`config.mk`:
```
export PLATFORM = sky130hd
export DESIGN_NAME = shared_buffer_multi_stack
export DESIGN_NICKNAME = d
export VERILOG_FILES = /design/src/rtl/core/sbms_pkg.sv /design/src/rtl/core/shared_buffer_multi_stack.sv /design/src/rtl/core/sbms_ram.sv /design/src/rtl/core/sbms_ctrl.sv /design/src/rtl/core/sbms_dpath.sv
export SDC_FILE = /design/constraint.sdc
export NUM_CORES = 2
export LEC_CHECK = 0
export BUFFER_PORTS_ARGS = -buffer_cell sky130_fd_sc_hd__buf_2
export CORE_ASPECT_RATIO = 1.2
export CORE_MARGIN = 4
export CORE_UTILIZATION = 27
export CTS_BUF_LIST = sky130_fd_sc_hd__clkbuf_2 sky130_fd_sc_hd__clkbuf_4 sky130_fd_sc_hd__clkbuf_8
export DETAILED_ROUTE_END_ITERATION = 8
export PLACE_DENSITY = 0.47
export SYNTH_ARGS = -nofsm -noshare
export SYNTH_HDL_FRONTEND = slang
export SYNTH_SLANG_ARGS = --single-unit
```
`constraint.sdc`:
```
create_clock -name clk_i -period 9.09 [get_ports clk_i]
set_input_delay 0.4545 -clock clk_i [delete_from_list [all_inputs] [get_ports clk_i]]
set_output_delay 0.4545 -clock clk_i [all_outputs]
set_load 0.02 [all_outputs]
```
`src/rtl/core/sbms_pkg.sv`:
```
// ----------------------------------------------------------------------------
// sbms_pkg
// Shared types and constants for the multi-stack shared buffer.
// ----------------------------------------------------------------------------
package sbms_pkg;

  // Default sizing of the buffer
  localparam int NumStacksDef  = 8;
  localparam int StoreDepthDef = 64;
  localparam int ValueBitsDef  = 32;

  // Fixed port widths
  localparam int IdxW  = 3;
  localparam int DataW = 32;
  localparam int StatW = 2;

  typedef enum logic [0:0] {
    CMD_PUSH = 1'b0,
    CMD_POP  = 1'b1
  } cmd_e;

  typedef enum logic [StatW-1:0] {
    ST_OK    = 2'd0,
    ST_FULL  = 2'd1,
    ST_EMPTY = 2'd2
  } status_e;

  // Controller to datapath commands
  typedef struct packed {
    logic capture;      // latch the request, launch top and free-head reads
    logic push_commit;  // link the free slot onto the stack
    logic pop_fetch;    // read link and value of the top slot
    logic pop_commit;   // unlink the top slot, return it to the free list
    logic refuse;       // answer full or empty, no state change
  } ctrl_t;

  // Datapath to controller status
  typedef struct packed {
    logic is_pop;
    logic push_ok;
    logic pop_ok;
  } stat_t;

endpackage

```
`src/rtl/core/shared_buffer_multi_stack.sv`:
```
// ----------------------------------------------------------------------------
// shared_buffer_multi_stack
// Several stacks sharing one slot store, free slots kept on a linked list.
//
//   channel   direction  signals                               handshake
//   request   in         cmd_i, stack_index_i, push_value_i    start, busy
//   result    out        status_o, pop_value_o                 res_valid_o
//
// Push: accepted, then looked up and committed; the result is registered as
// the lookup ends. Pop: a read state follows the lookup before the commit;
// it holds the registered read of the top slot's link and value.
// Refused requests (full, empty, bad stack) answer like a push.
// Reset is immediate: fresh slots are tracked by a fill mark, no clearing pass.
// The receiver cannot stall; busy alone holds off new requests.
// ----------------------------------------------------------------------------
module shared_buffer_multi_stack
  import sbms_pkg::*;
#(
  parameter int NUM_STACKS  = NumStacksDef,
  parameter int STORE_DEPTH = StoreDepthDef,
  parameter int VALUE_BITS  = ValueBitsDef
) (
  input  logic                    clk_i,
  input  logic                    rst_ni,
  input  logic                    start,
  output logic                    busy,
  input  logic                    cmd_i,
  input  logic [IdxW-1:0]         stack_index_i,
  input  logic signed [DataW-1:0] push_value_i,
  output logic                    res_valid_o,
  output logic [StatW-1:0]        status_o,
  output logic signed [DataW-1:0] pop_value_o
);

  ctrl_t ctrl;
  stat_t stat;

  sbms_ctrl u_ctrl (
    .clk_i  (clk_i),
    .rst_ni (rst_ni),
    .start  (start),
    .stat_i (stat),
    .ctrl_o (ctrl),
    .busy   (busy)
  );

  sbms_dpath #(
    .NUM_STACKS  (NUM_STACKS),
    .STORE_DEPTH (STORE_DEPTH),
    .VALUE_BITS  (VALUE_BITS)
  ) u_dpath (
    .clk_i         (clk_i),
    .rst_ni        (rst_ni),
    .ctrl_i        (ctrl),
    .stat_o        (stat),
    .cmd_i         (cmd_i),
    .stack_index_i (stack_index_i),
    .push_value_i  (push_value_i),
    .res_valid_o   (res_valid_o),
    .status_o      (status_o),
    .pop_value_o   (pop_value_o)
  );

endmodule

```
`src/rtl/core/sbms_ram.sv`:
```
// ----------------------------------------------------------------------------
// sbms_ram
// Generic simple dual-port RAM: one write port, one registered read port.
// ----------------------------------------------------------------------------
module sbms_ram #(
  parameter int Width = 32,
  parameter int Depth = 64,
  localparam int AddrW = (Depth > 1) ? $clog2(Depth) : 1
) (
  input  logic             clk_i,
  input  logic             we_i,
  input  logic [AddrW-1:0] waddr_i,
  input  logic [Width-1:0] wdata_i,
  input  logic [AddrW-1:0] raddr_i,
  output logic [Width-1:0] rdata_o
);

  logic [Width-1:0] mem_q [Depth];

  always_ff @(posedge clk_i) begin
    if (we_i) begin
      mem_q[waddr_i] <= wdata_i;
    end
    rdata_o <= mem_q[raddr_i];
  end

endmodule

```
`src/rtl/core/sbms_ctrl.sv`:
```
// ----------------------------------------------------------------------------
// sbms_ctrl
// Request sequencer: lookup, then commit or refuse; pops take an extra read.
// ----------------------------------------------------------------------------
module sbms_ctrl
  import sbms_pkg::*;
(
  input  logic  clk_i,
  input  logic  rst_ni,
  input  logic  start,
  input  stat_t stat_i,
  output ctrl_t ctrl_o,
  output logic  busy
);

  typedef enum logic [1:0] {
    S_IDLE,
    S_LOOKUP,
    S_POP_RD
  } state_e;

  state_e state_q, state_d;

  always_comb begin
    state_d = state_q;
    ctrl_o  = '0;
    unique case (state_q)
      S_IDLE: begin
        if (start) begin
          ctrl_o.capture = 1'b1;
          state_d        = S_LOOKUP;
        end
      end
      S_LOOKUP: begin
        if (stat_i.is_pop) begin
          if (stat_i.pop_ok) begin
            ctrl_o.pop_fetch = 1'b1;
            state_d          = S_POP_RD;
          end else begin
            ctrl_o.refuse = 1'b1;
            state_d       = S_IDLE;
          end
        end else begin
          if (stat_i.push_ok) begin
            ctrl_o.push_commit = 1'b1;
          end else begin
            ctrl_o.refuse = 1'b1;
          end
          state_d = S_IDLE;
        end
      end
      S_POP_RD: begin
        ctrl_o.pop_commit = 1'b1;
        state_d           = S_IDLE;
      end
      default: begin
        state_d = S_IDLE;
      end
    endcase
  end

  always_ff @(posedge clk_i or negedge rst_ni) begin
    if (!rst_ni) begin
      state_q <= S_IDLE;
    end else begin
      state_q <= state_d;
    end
  end

  assign busy = (state_q != S_IDLE);

  // A pop that passed its check always goes on to commit
  a_fetch_then_commit: assert property (@(posedge clk_i) disable iff (!rst_ni)
    ctrl_o.pop_fetch |=> ctrl_o.pop_commit)
    else $error("pop fetch not followed by commit");

  // Every lookup ends the request or moves to the pop read
  a_lookup_resolves: assert property (@(posedge clk_i) disable iff (!rst_ni)
    (state_q == S_LOOKUP) |->
      $onehot({ctrl_o.push_commit, ctrl_o.pop_fetch, ctrl_o.refuse}))
    else $error("lookup did not resolve");

  a_start_ignored_busy: assert property (@(posedge clk_i) disable iff (!rst_ni)
    busy |-> !ctrl_o.capture)
    else $error("capture while busy");

endmodule

```
`src/rtl/core/sbms_dpath.sv`:
```
// ----------------------------------------------------------------------------
// sbms_dpath
// Value, link and top stores, free-list head and the result register.
// ----------------------------------------------------------------------------
module sbms_dpath
  import sbms_pkg::*;
#(
  parameter int NUM_STACKS  = NumStacksDef,
  parameter int STORE_DEPTH = StoreDepthDef,
  parameter int VALUE_BITS  = ValueBitsDef
) (
  input  logic                    clk_i,
  input  logic                    rst_ni,
  input  ctrl_t                   ctrl_i,
  output stat_t                   stat_o,
  input  logic                    cmd_i,
  input  logic [IdxW-1:0]         stack_index_i,
  input  logic signed [DataW-1:0] push_value_i,
  output logic                    res_valid_o,
  output logic [StatW-1:0]        status_o,
  output logic signed [DataW-1:0] pop_value_o
);

  localparam int AW = (STORE_DEPTH > 1) ? $clog2(STORE_DEPTH) : 1;
  localparam int PW = $clog2(STORE_DEPTH + 1);   // slot pointer incl. end marker
  localparam int TW = (NUM_STACKS > 1) ? $clog2(NUM_STACKS) : 1;
  localparam logic [PW-1:0] EndMark = PW'(STORE_DEPTH);

  // Request registers
  cmd_e                  cmd_q;
  logic [IdxW-1:0]       idx_q;
  logic [VALUE_BITS-1:0] val_q;

  // List state
  logic [PW-1:0]         free_head_q;
  logic [PW-1:0]         hw_q;          // slots at or above never written
  logic [NUM_STACKS-1:0] top_vld_q;
  logic [PW-1:0]         slot_q;

  // Link read bookkeeping for slots never written
  logic                  fresh_q;
  logic [PW-1:0]         nxt_q;

  // Result registers
  logic                    res_valid_q;
  status_e                 status_q;
  logic signed [DataW-1:0] pop_value_q;

  // Store ports
  logic [PW-1:0]         top_rdata, top_wdata, link_rdata, link_wdata;
  logic [TW-1:0]         top_raddr, top_waddr;
  logic                  top_we, link_we;
  logic [PW-1:0]         link_raddr, link_waddr;
  logic [VALUE_BITS-1:0] val_rdata;

  logic          idx_ok, vld_bit;
  logic [PW-1:0] top_cur, link_eff;

  assign idx_ok   = int'(idx_q) < NUM_STACKS;
  assign vld_bit  = idx_ok && top_vld_q[TW'(idx_q)];
  assign top_cur  = vld_bit ? top_rdata : EndMark;
  assign link_eff = fresh_q ? nxt_q : link_rdata;

  assign stat_o.is_pop  = (cmd_q == CMD_POP);
  assign stat_o.push_ok = idx_ok && (free_head_q < EndMark);
  assign stat_o.pop_ok  = idx_ok && (top_cur < EndMark);

  // Read addresses
  assign top_raddr  = ctrl_i.capture ? TW'(stack_index_i) : TW'(idx_q);
  assign link_raddr = ctrl_i.capture ? free_head_q : top_cur;

  // Writes: a push links the free slot on top, a pop returns the top slot
  assign top_we     = ctrl_i.push_commit || ctrl_i.pop_commit;
  assign top_waddr  = TW'(idx_q);
  assign top_wdata  = ctrl_i.push_commit ? free_head_q : link_eff;
  assign link_we    = ctrl_i.push_commit || ctrl_i.pop_commit;
  assign link_waddr = ctrl_i.push_commit ? free_head_q : slot_q;
  assign link_wdata = ctrl_i.push_commit ? top_cur : free_head_q;

  sbms_ram #(.Width(PW), .Depth(NUM_STACKS)) u_tops (
    .clk_i   (clk_i),
    .we_i    (top_we),
    .waddr_i (top_waddr),
    .wdata_i (top_wdata),
    .raddr_i (top_raddr),
    .rdata_o (top_rdata)
  );

  sbms_ram #(.Width(PW), .Depth(STORE_DEPTH)) u_links (
    .clk_i   (clk_i),
    .we_i    (link_we),
    .waddr_i (link_waddr[AW-1:0]),
    .wdata_i (link_wdata),
    .raddr_i (link_raddr[AW-1:0]),
    .rdata_o (link_rdata)
  );

  sbms_ram #(.Width(VALUE_BITS), .Depth(STORE_DEPTH)) u_values (
    .clk_i   (clk_i),
    .we_i    (ctrl_i.push_commit),
    .waddr_i (free_head_q[AW-1:0]),
    .wdata_i (val_q),
    .raddr_i (top_cur[AW-1:0]),
    .rdata_o (val_rdata)
  );

  // Request capture and link read tracking, no reset needed
  always_ff @(posedge clk_i) begin
    if (ctrl_i.capture) begin
      cmd_q <= cmd_e'(cmd_i);
      idx_q <= stack_index_i;
      val_q <= VALUE_BITS'(push_value_i);
    end
    if (ctrl_i.pop_fetch) begin
      slot_q <= top_cur;
    end
    fresh_q <= (link_raddr >= hw_q);
    nxt_q   <= link_raddr + PW'(1);
  end

  always_ff @(posedge clk_i or negedge rst_ni) begin
    if (!rst_ni) begin
      free_head_q <= '0;
      hw_q        <= '0;
      top_vld_q   <= '0;
      res_valid_q <= 1'b0;
      status_q    <= ST_OK;
      pop_value_q <= '0;
    end else begin
      res_valid_q <= ctrl_i.push_commit || ctrl_i.pop_commit || ctrl_i.refuse;
      if (ctrl_i.push_commit) begin
        free_head_q            <= link_eff;
        top_vld_q[TW'(idx_q)]  <= 1'b1;
        if (free_head_q == hw_q) begin
          hw_q <= hw_q + PW'(1);
        end
        status_q    <= ST_OK;
        pop_value_q <= '0;
      end else if (ctrl_i.pop_commit) begin
        free_head_q <= slot_q;
        status_q    <= ST_OK;
        pop_value_q <= DataW'($signed(val_rdata));
      end else if (ctrl_i.refuse) begin
        status_q    <= stat_o.is_pop ? ST_EMPTY : ST_FULL;
        pop_value_q <= '0;
      end
    end
  end

  assign res_valid_o = res_valid_q;
  assign status_o    = status_q;
  assign pop_value_o = pop_value_q;

  a_cmd_onehot: assert property (@(posedge clk_i) disable iff (!rst_ni)
    $onehot0({ctrl_i.capture, ctrl_i.push_commit, ctrl_i.pop_fetch,
              ctrl_i.pop_commit, ctrl_i.refuse}))
    else $error("conflicting datapath commands");

  // Free head is a recycled slot, the first fresh slot, or the end marker
  a_head_below_hw: assert property (@(posedge clk_i) disable iff (!rst_ni)
    (free_head_q <= hw_q) && (hw_q <= EndMark))
    else $error("free head beyond fill mark");

  a_refused_zero: assert property (@(posedge clk_i) disable iff (!rst_ni)
    (res_valid_q && status_q != ST_OK) |-> (pop_value_q == '0))
    else $error("refused request carries a value");

  a_push_bumps: assert property (@(posedge clk_i) disable iff (!rst_ni)
    ctrl_i.push_commit |=> (free_head_q != $past(free_head_q)))
    else $error("push did not advance free head");

endmodule
```
# Yosys cells after proc, flatten, opt, wreduce, memory -nomap -nowiden
# Memory sizes are Yosys's and may differ from the RTL's. A register that Yosys moved wholly into a read port is not among the register bits.
# Cells that the tools add are included.
# word_totals
out_inout_bits,36
ram_bits,2552
elab_cells,76
n_memories,3
register_bits,110
input_bits,39
# op_classes
bitwise_logic,1
order_cmp,5
add_sub_neg,2
n_eq_ne,4
reduce_logical,8
n_mux,40
# memory_table
memory,words,word_bits,rd,rd_ports_with_merged_regs,write_ports,line_no,source
u_dpath.u_values.mem_q,64,32,1,1,1,sbms_ram.sv:18,logic [Width-1:0] mem_q [Depth];
u_dpath.u_links.mem_q,64,7,1,1,1,sbms_ram.sv:18,
u_dpath.u_tops.mem_q,8,7,1,1,1,sbms_ram.sv:18,
# ops
cell,n
two-way mux 32 bit,3
two-way mux 7 bit,7
two-way mux 1 bit,17
two-way mux 2 bit,8
adder 7 x 1 -> 7 bit (second input constant),2
less-than comparator 7 bit (second input constant),2
bitwise OR 8 bit,1
equality test 7 bit,1
>= comparator 7 bit,1
two-way mux 6 bit,1
less-than comparator 3 x 4 -> 1 bit (second input constant),1
case mux 2 bit (2 select lines),1
nonzero test 2 bit,2
binary-select mux 1 bit (select 3 bit),1
demux 1 bit (select 3 bit),1
>= comparator 3 x 1 -> 1 bit (second input constant),1
two-way mux 3 bit,1
nonzero test 3 bit,1
equality test 2 x 1 -> 1 bit (second input constant),1
equality test 2 bit (second input constant),1
zero test 2 bit,1
logical OR 1 bit,2
inequality test 2 bit (second input constant),1
AND reduction 2 bit,1
logical AND 1 bit,1

# Logic depth before layout (Yosys ltp)
# depth
depth_word,10
depth_mapped,17
depth_no_buf,13

# Modules after synthesis
# Synthesis repeated with hierarchy kept, for this count alone.
# hier_totals
cells_unflattened,4611
hier_area_um2,103224.0
# modules_own_cells
mod,n_inst,area_per_inst_um2,seq_area_each_um2,cells_per_inst
sbms_ram at u_dpath.u_values,1,78515.3,62139.6,3324
sbms_ram at u_dpath.u_links,1,17635.7,13593.0,827
sbms_dpath,1,4588.2,2847.7,345
sbms_ram at u_dpath.u_tops,1,2366.0,1821.7,101
sbms_ctrl,1,118.9,50.0,14

# Worst setup path after synthesis
# No wires, ideal clock.
# synth_path
path_kind,reg-to-reg
startpoint,register u_dpath.idx_q[2]
endpoint,memory u_dpath.u_links.mem_q[0][1] in the netlist's numbering (data pin)
synth_period_minus_slack_ns,5.160
t_arrival_ns,4.458
n_path_buf,5
setup_ns,0.702
stages_incl_launch_ff,11
path_slack_ns,3.930
required_ns,8.388
path_cell_list,dfxtp_1 buf_2 nand2b_1 o22a_1 nand2_2 clkbuf_2 nand2_1 buf_2 clkbuf_1 clkbuf_1 o21ai_0
# synth_via
elab_chain_cells,4
# synth_lines
element,line_no,source
from (decl),sbms_dpath.sv:31,logic [IdxW-1:0] idx_q;
from (signal assigned),sbms_dpath.sv:111,idx_q <= stack_index_i;
binary-select mux 1 bit (select 3 bit),sbms_dpath.sv:60,assign vld_bit = idx_ok && top_vld_q[TW'(idx_q)];
two-way mux 1 bit (not written as such),sbms_dpath.sv:60,
two-way mux 7 bit,sbms_dpath.sv:61,assign top_cur = vld_bit ? top_rdata : EndMark;
two-way mux 7 bit,sbms_dpath.sv:78,assign link_wdata = ctrl_i.push_commit ? top_cur : free_head_q;
named net u_dpath.link_wdata[1],sbms_dpath.sv:50,"logic [PW-1:0] top_rdata, top_wdata, link_rdata, link_wdata;"
to (decl),sbms_ram.sv:18,
# The timed path passes the listed nets, and every way through them passes these cells. The select of a mux whose other input is x is not followed.

# Worst setup path after layout
# layout_path
startpoint,register u_dpath.idx_q[1]
endpoint,"register u_dpath.u_links.rdata_o[3], read port of u_dpath.u_links.mem_q"
# layout_via
elab_chain_cells,4
# layout_lines
element,line_no,source
binary-select mux 1 bit (select 3 bit),sbms_dpath.sv:60,
two-way mux 1 bit (not written as such),sbms_dpath.sv:60,
two-way mux 7 bit,sbms_dpath.sv:61,
two-way mux 7 bit,sbms_dpath.sv:70,assign link_raddr = ctrl_i.capture ? free_head_q : top_cur;
to (decl),sbms_ram.sv:15,output logic [Width-1:0] rdata_o
# Every way passes these cells. The select of a mux whose other input is x is not followed.
# A chain may end at the register's enable or synchronous reset.

==> impl_metrics.py <==
metrics = {
    "sta": {
        "rsz0062_at_grt": "false",
        "maxSlewHeadroom": 0.0965,
        "finalHoldViolations": 0,
        "period_needed_ns": 5.48,
        "report.final.slew_viol_count": 0,
        "finalSetupViolations": 0,
        "fmax_mhz": 182,
        "tightestPinTransition_ns": 1.35,
        "fin_worst_skew_ns": 0.107,
        "fin_crit_sh": 0.603,
        "tns_ns": 0,
    },
    "synth": {
        "synth_warnings": 0,
        "synthMuxAreaShare": 0.0399,
        "syn_avg_cell_area_um2": 14.4,
        "synth_top_family_by_area": "simple AND/OR/NAND/NOR gates",
        "synth_top_area_frac": 0.729,
        "synth-compound-area-share": 0.0795,
        "synth_ff_type": "edfxtp_1",
        "synth_fa_ha_area_frac": 0.00103,
        "yosysTopAreaCell": "edfxtp_1",
        "synth_edf_count": 2592,
        "synthTopCellsByCount": "edfxtp_1, nand2_1, nand3_1, a21oi_1, nor2_1",
        "synth_seq_area_share": 0.754,
        "synth_area_leaders": "edfxtp_1, nand2_1, nand3_1",
        "netlist_instances": 7415,
        "synth_most_common_cell": "edfxtp_1",
        "netlist_area_um2": 107000,
        "synth_cell_types": 81,
        "async_reset_ff_frac": 0.0218,
        "ys_ff_latch": 2708,
        "synth-simple-area-share": 0.103,
        "synth-xor-area-share": 0.00131,
        "syn-num-nets": 7462,
    },
    "floorplanning": {
        "core-area_um2": 393000,
        "num_rows": 252,
        "start_util": 0.271,
        "ioPinCount": 75,
        "die-area_um2": 405000,
        "die_h_um": 697,
        "die_w_um": 582,
    },
    "final_layout": {
        "syn2layout_area_growth_pct": 16.1,
        "nets": 7774,
        "nFillCells": 38700,
        "drive_above_1_share": 0.161,
    },
    "setup_path": {
        "cpPeakStageDelay_ns": 0.80,
        "crit_family": "compound AO/OA/AOI/OAI gates",
        "crit_chain": "mux2_4 > o2bb2ai_2 > o211ai_4 > nand2_8 > inv_6 > buf_12 > mux2i_1 > o22ai_1 > a2111oi_0 > nor4_1 > a211o_1",
        "crit_arrival_ns": 6.50,
        "cp_slowest_cell": "inv_6",
        "endpoint_kind": "register",
        "critPathKind": "register to register",
        "cp-start-kind": "register",
        "cp.required_ns": 10.11,
        "worst-path-buf-inv": 2,
        "critPathMaxFanout": 92,
    },
    "clocking": {
        "htree_levels": 5,
        "clkSlewWorstSetupHoldPaths_ns": 0.06,
        "numCtsBuffers": 453,
        "clkLatencyLatePin_ns": 1.13,
        "cts_tree": "built",
        "cts.root.buffer_cell": "clkbuf_8",
        "cts-hold-fix-buffers": 68,
        "cts-resized-gates": 0,
        "cts_buffer_depth": 4,
        "cts.sinks": 2708,
        "post_cts_buffers": 0,
    },
    "routing": {
        "top_layer": "met5",
        "drc": 0,
        "ant_nets": 0,
        "num_vias": 66600,
        "vias_per_cell": 5.00,
        "drt_iter0_drc": 6380,
        "drt_first_pass_iters": 6,
        "met3_length_mm": 20.7,
        "wl_per_cell_um": 26.6,
        "wl_met1_mm": 146,
        "wl_mm": 355,
        "dr_wl_met2_mm": 176,
    },
    "pwr": {
        "p_total_uw": 36700,
        "vdd_drop_max_v": 0.000245,
        "powerDensity_nw_per_um2": 296,
        "leakage_uw": 0.0406,
    },
    "worst_hold_path": {
        "min_path_type": "input port to register",
    },
    "grt": {
        "grt_max_degree": 122,
        "track_usage": 0.168,
        "antenna_found_initial": 16,
        "grt_pass1_vias": 66200,
        "overflow": 0,
        "grt_pass1_wl_mm": 498,
    },
    "place": {
        "dp.final_hpwl_mm": 193,
        "numPortBuffers": 74,
        "gp_congestion": 0.793,
    },
    "outcome": {
        "status": "completed",
    },
    "job": {
        "drv_cap": 0,
    },
}
==> worst paths after layout <==
| kind | startpoint | end | slack (ns) | cells after the start |
|---|---|---|---|---|
| setup / recovery | u_dpath.idx_q[1] | u_dpath.u_links.rdata_o[3] | 3.61 | 11 |
| hold / removal | push_value_i[21] | u_dpath.val_q[21] | 0.11 | 2 |
| setup reg to reg | u_dpath.idx_q[1] | u_dpath.u_links.rdata_o[3] | 3.61 | 11 |
| hold reg to reg | u_dpath.top_vld_q[1] | u_dpath.top_vld_q[1] | 0.46 | 1 |
| max in group asynchronous | rst_ni | u_dpath.pop_value_o[23] | 8.10 | 3 |
| min in group asynchronous | rst_ni | u_dpath.free_head_q[5] | 0.14 | 3 |
==> where the power goes <==
group          internal (uW)  leakage (uW)  total, uW  switching (uW)
clock                   5820       0.00482      10900            5040
sequential             14400        0.0246      14800             384
combinational           2990        0.0113      11000            8020
total                  23200        0.0406      36700           13400
==> through the flow <==
| stage | cell area (um2) | setup slack [ns] | util | hold WS (ns) | std cells |
|---|---|---|---|---|---|
| global route | 124000 | 3.25 | 0.315 | 0.0528 | 13300 |
| detailed placement | 114000 | 3.71 | 0.290 | 0.317 | 12400 |
| CTS | 124000 | 3.67 | 0.315 | 0.00531 | 13300 |
| floorplan | 107000 | 3.93 | - | 0.159 | 7415 |
| global placement | 114000 | 3.71 | 0.290 | 0.315 | 12400 |
| finish | 124000 | 3.61 | 0.315 | 0.112 | 13300 |
==> cells in the final DEF (no fill, tap or decap), drive strengths merged, types with 15 or more instances in the layout <==
| cell | synthesis | routed |
|---|---|---|
| and3 | 69 | 69 |
| nand2b | 66 | 66 |
| mux2 | 45 | 45 |
| a21oi | 363 | 363 |
| o221ai | 86 | 86 |
| o311ai | 16 | 16 |
| dfrtp | 59 | 59 |
| inv | 31 | 48 |
| a32oi | 30 | 30 |
| clkinv | 1 | 145 |
| nor2 | 343 | 343 |
| o21ai | 174 | 174 |
| a22o | 32 | 32 |
| a22oi | 26 | 26 |
| nand4 | 23 | 23 |
| nand3 | 539 | 539 |
| mux4 | 82 | 82 |
| a221oi | 45 | 45 |
| o22ai | 64 | 64 |
| buf | 247 | 300 |
| dlygate4sd3 | 0 | 68 |
| a211o | 15 | 15 |
| edfxtp | 2592 | 2592 |
| a31oi | 97 | 97 |
| a2bb2oi | 29 | 29 |
| a311oi | 15 | 15 |
| nand2 | 1354 | 1354 |
| or2 | 25 | 25 |
| nor3 | 84 | 84 |
| o31ai | 17 | 17 |
| o211ai | 63 | 63 |
| clkbuf | 264 | 661 |
| dfxtp | 57 | 57 |
| a211oi | 111 | 111 |
| mux2i | 190 | 190 |
| o2111ai | 21 | 21 |
==> final cells by class <==
type | instances | area [um2] | share of cell area
Clock inverter | 173 | 1110 | 0.00897
Inverter | 32 | 154 | 0.00124
Multi-Input combinational cell | 4164 | 24700 | 0.200
Timing Repair Buffer | 368 | 2910 | 0.0235
Sequential cell | 2708 | 80500 | 0.650
Antenna cell | 12 | 30.0 | 0.000242
Clock buffer | 661 | 7950 | 0.0642
Tap cell | 5207 | 6520 | 0.0526
==> cell families after synthesis <==
family | after synthesis
AO/OA/AOI/OAI | 1269
XOR/XNOR | 16
adder cells (fa/ha/maj) | 9
buffers and inverters | 543
flip-flops | 2708
multiplexers | 317
AND/OR/NAND/NOR | 2553
==> flip-flops by register name, summed over array words and instances, names as in the netlist, 7 cells and up <==
register                  count
u_dpath.u_links.mem_q       448
u_dpath.top_vld_q             8
u_dpath.u_values.mem_q     2048
u_dpath.u_links.rdata_o       7
u_dpath.u_tops.mem_q         56
u_dpath.slot_q                7
u_dpath.pop_value_o          32
u_dpath.u_values.rdata_o     32
u_dpath.hw_q                  7
u_dpath.u_tops.rdata_o        7
u_dpath.free_head_q           7
u_dpath.nxt_q                 7
u_dpath.val_q                32
==> metal layers <==
metal	global-route usage	vias to the layer above
met2	0.292	2399
met1	0.214	34700
met4	0.0574	4
li1	-	29000
met5	0	-
met3	0.0257	558
==> worst register-to-register path: stages (launching register included) <==
cell and delay, ns:
dfxtp_1 0.64, mux2_4 0.36, o2bb2ai_2 0.29, o211ai_4 0.76, nand2_8 0.62, inv_6 0.84
buf_12 0.47, mux2i_1 0.37, o22ai_1 0.10, a2111oi_0 0.51, nor4_1 0.12, a211o_1 0.31
(Power assumes the default switching activity.)
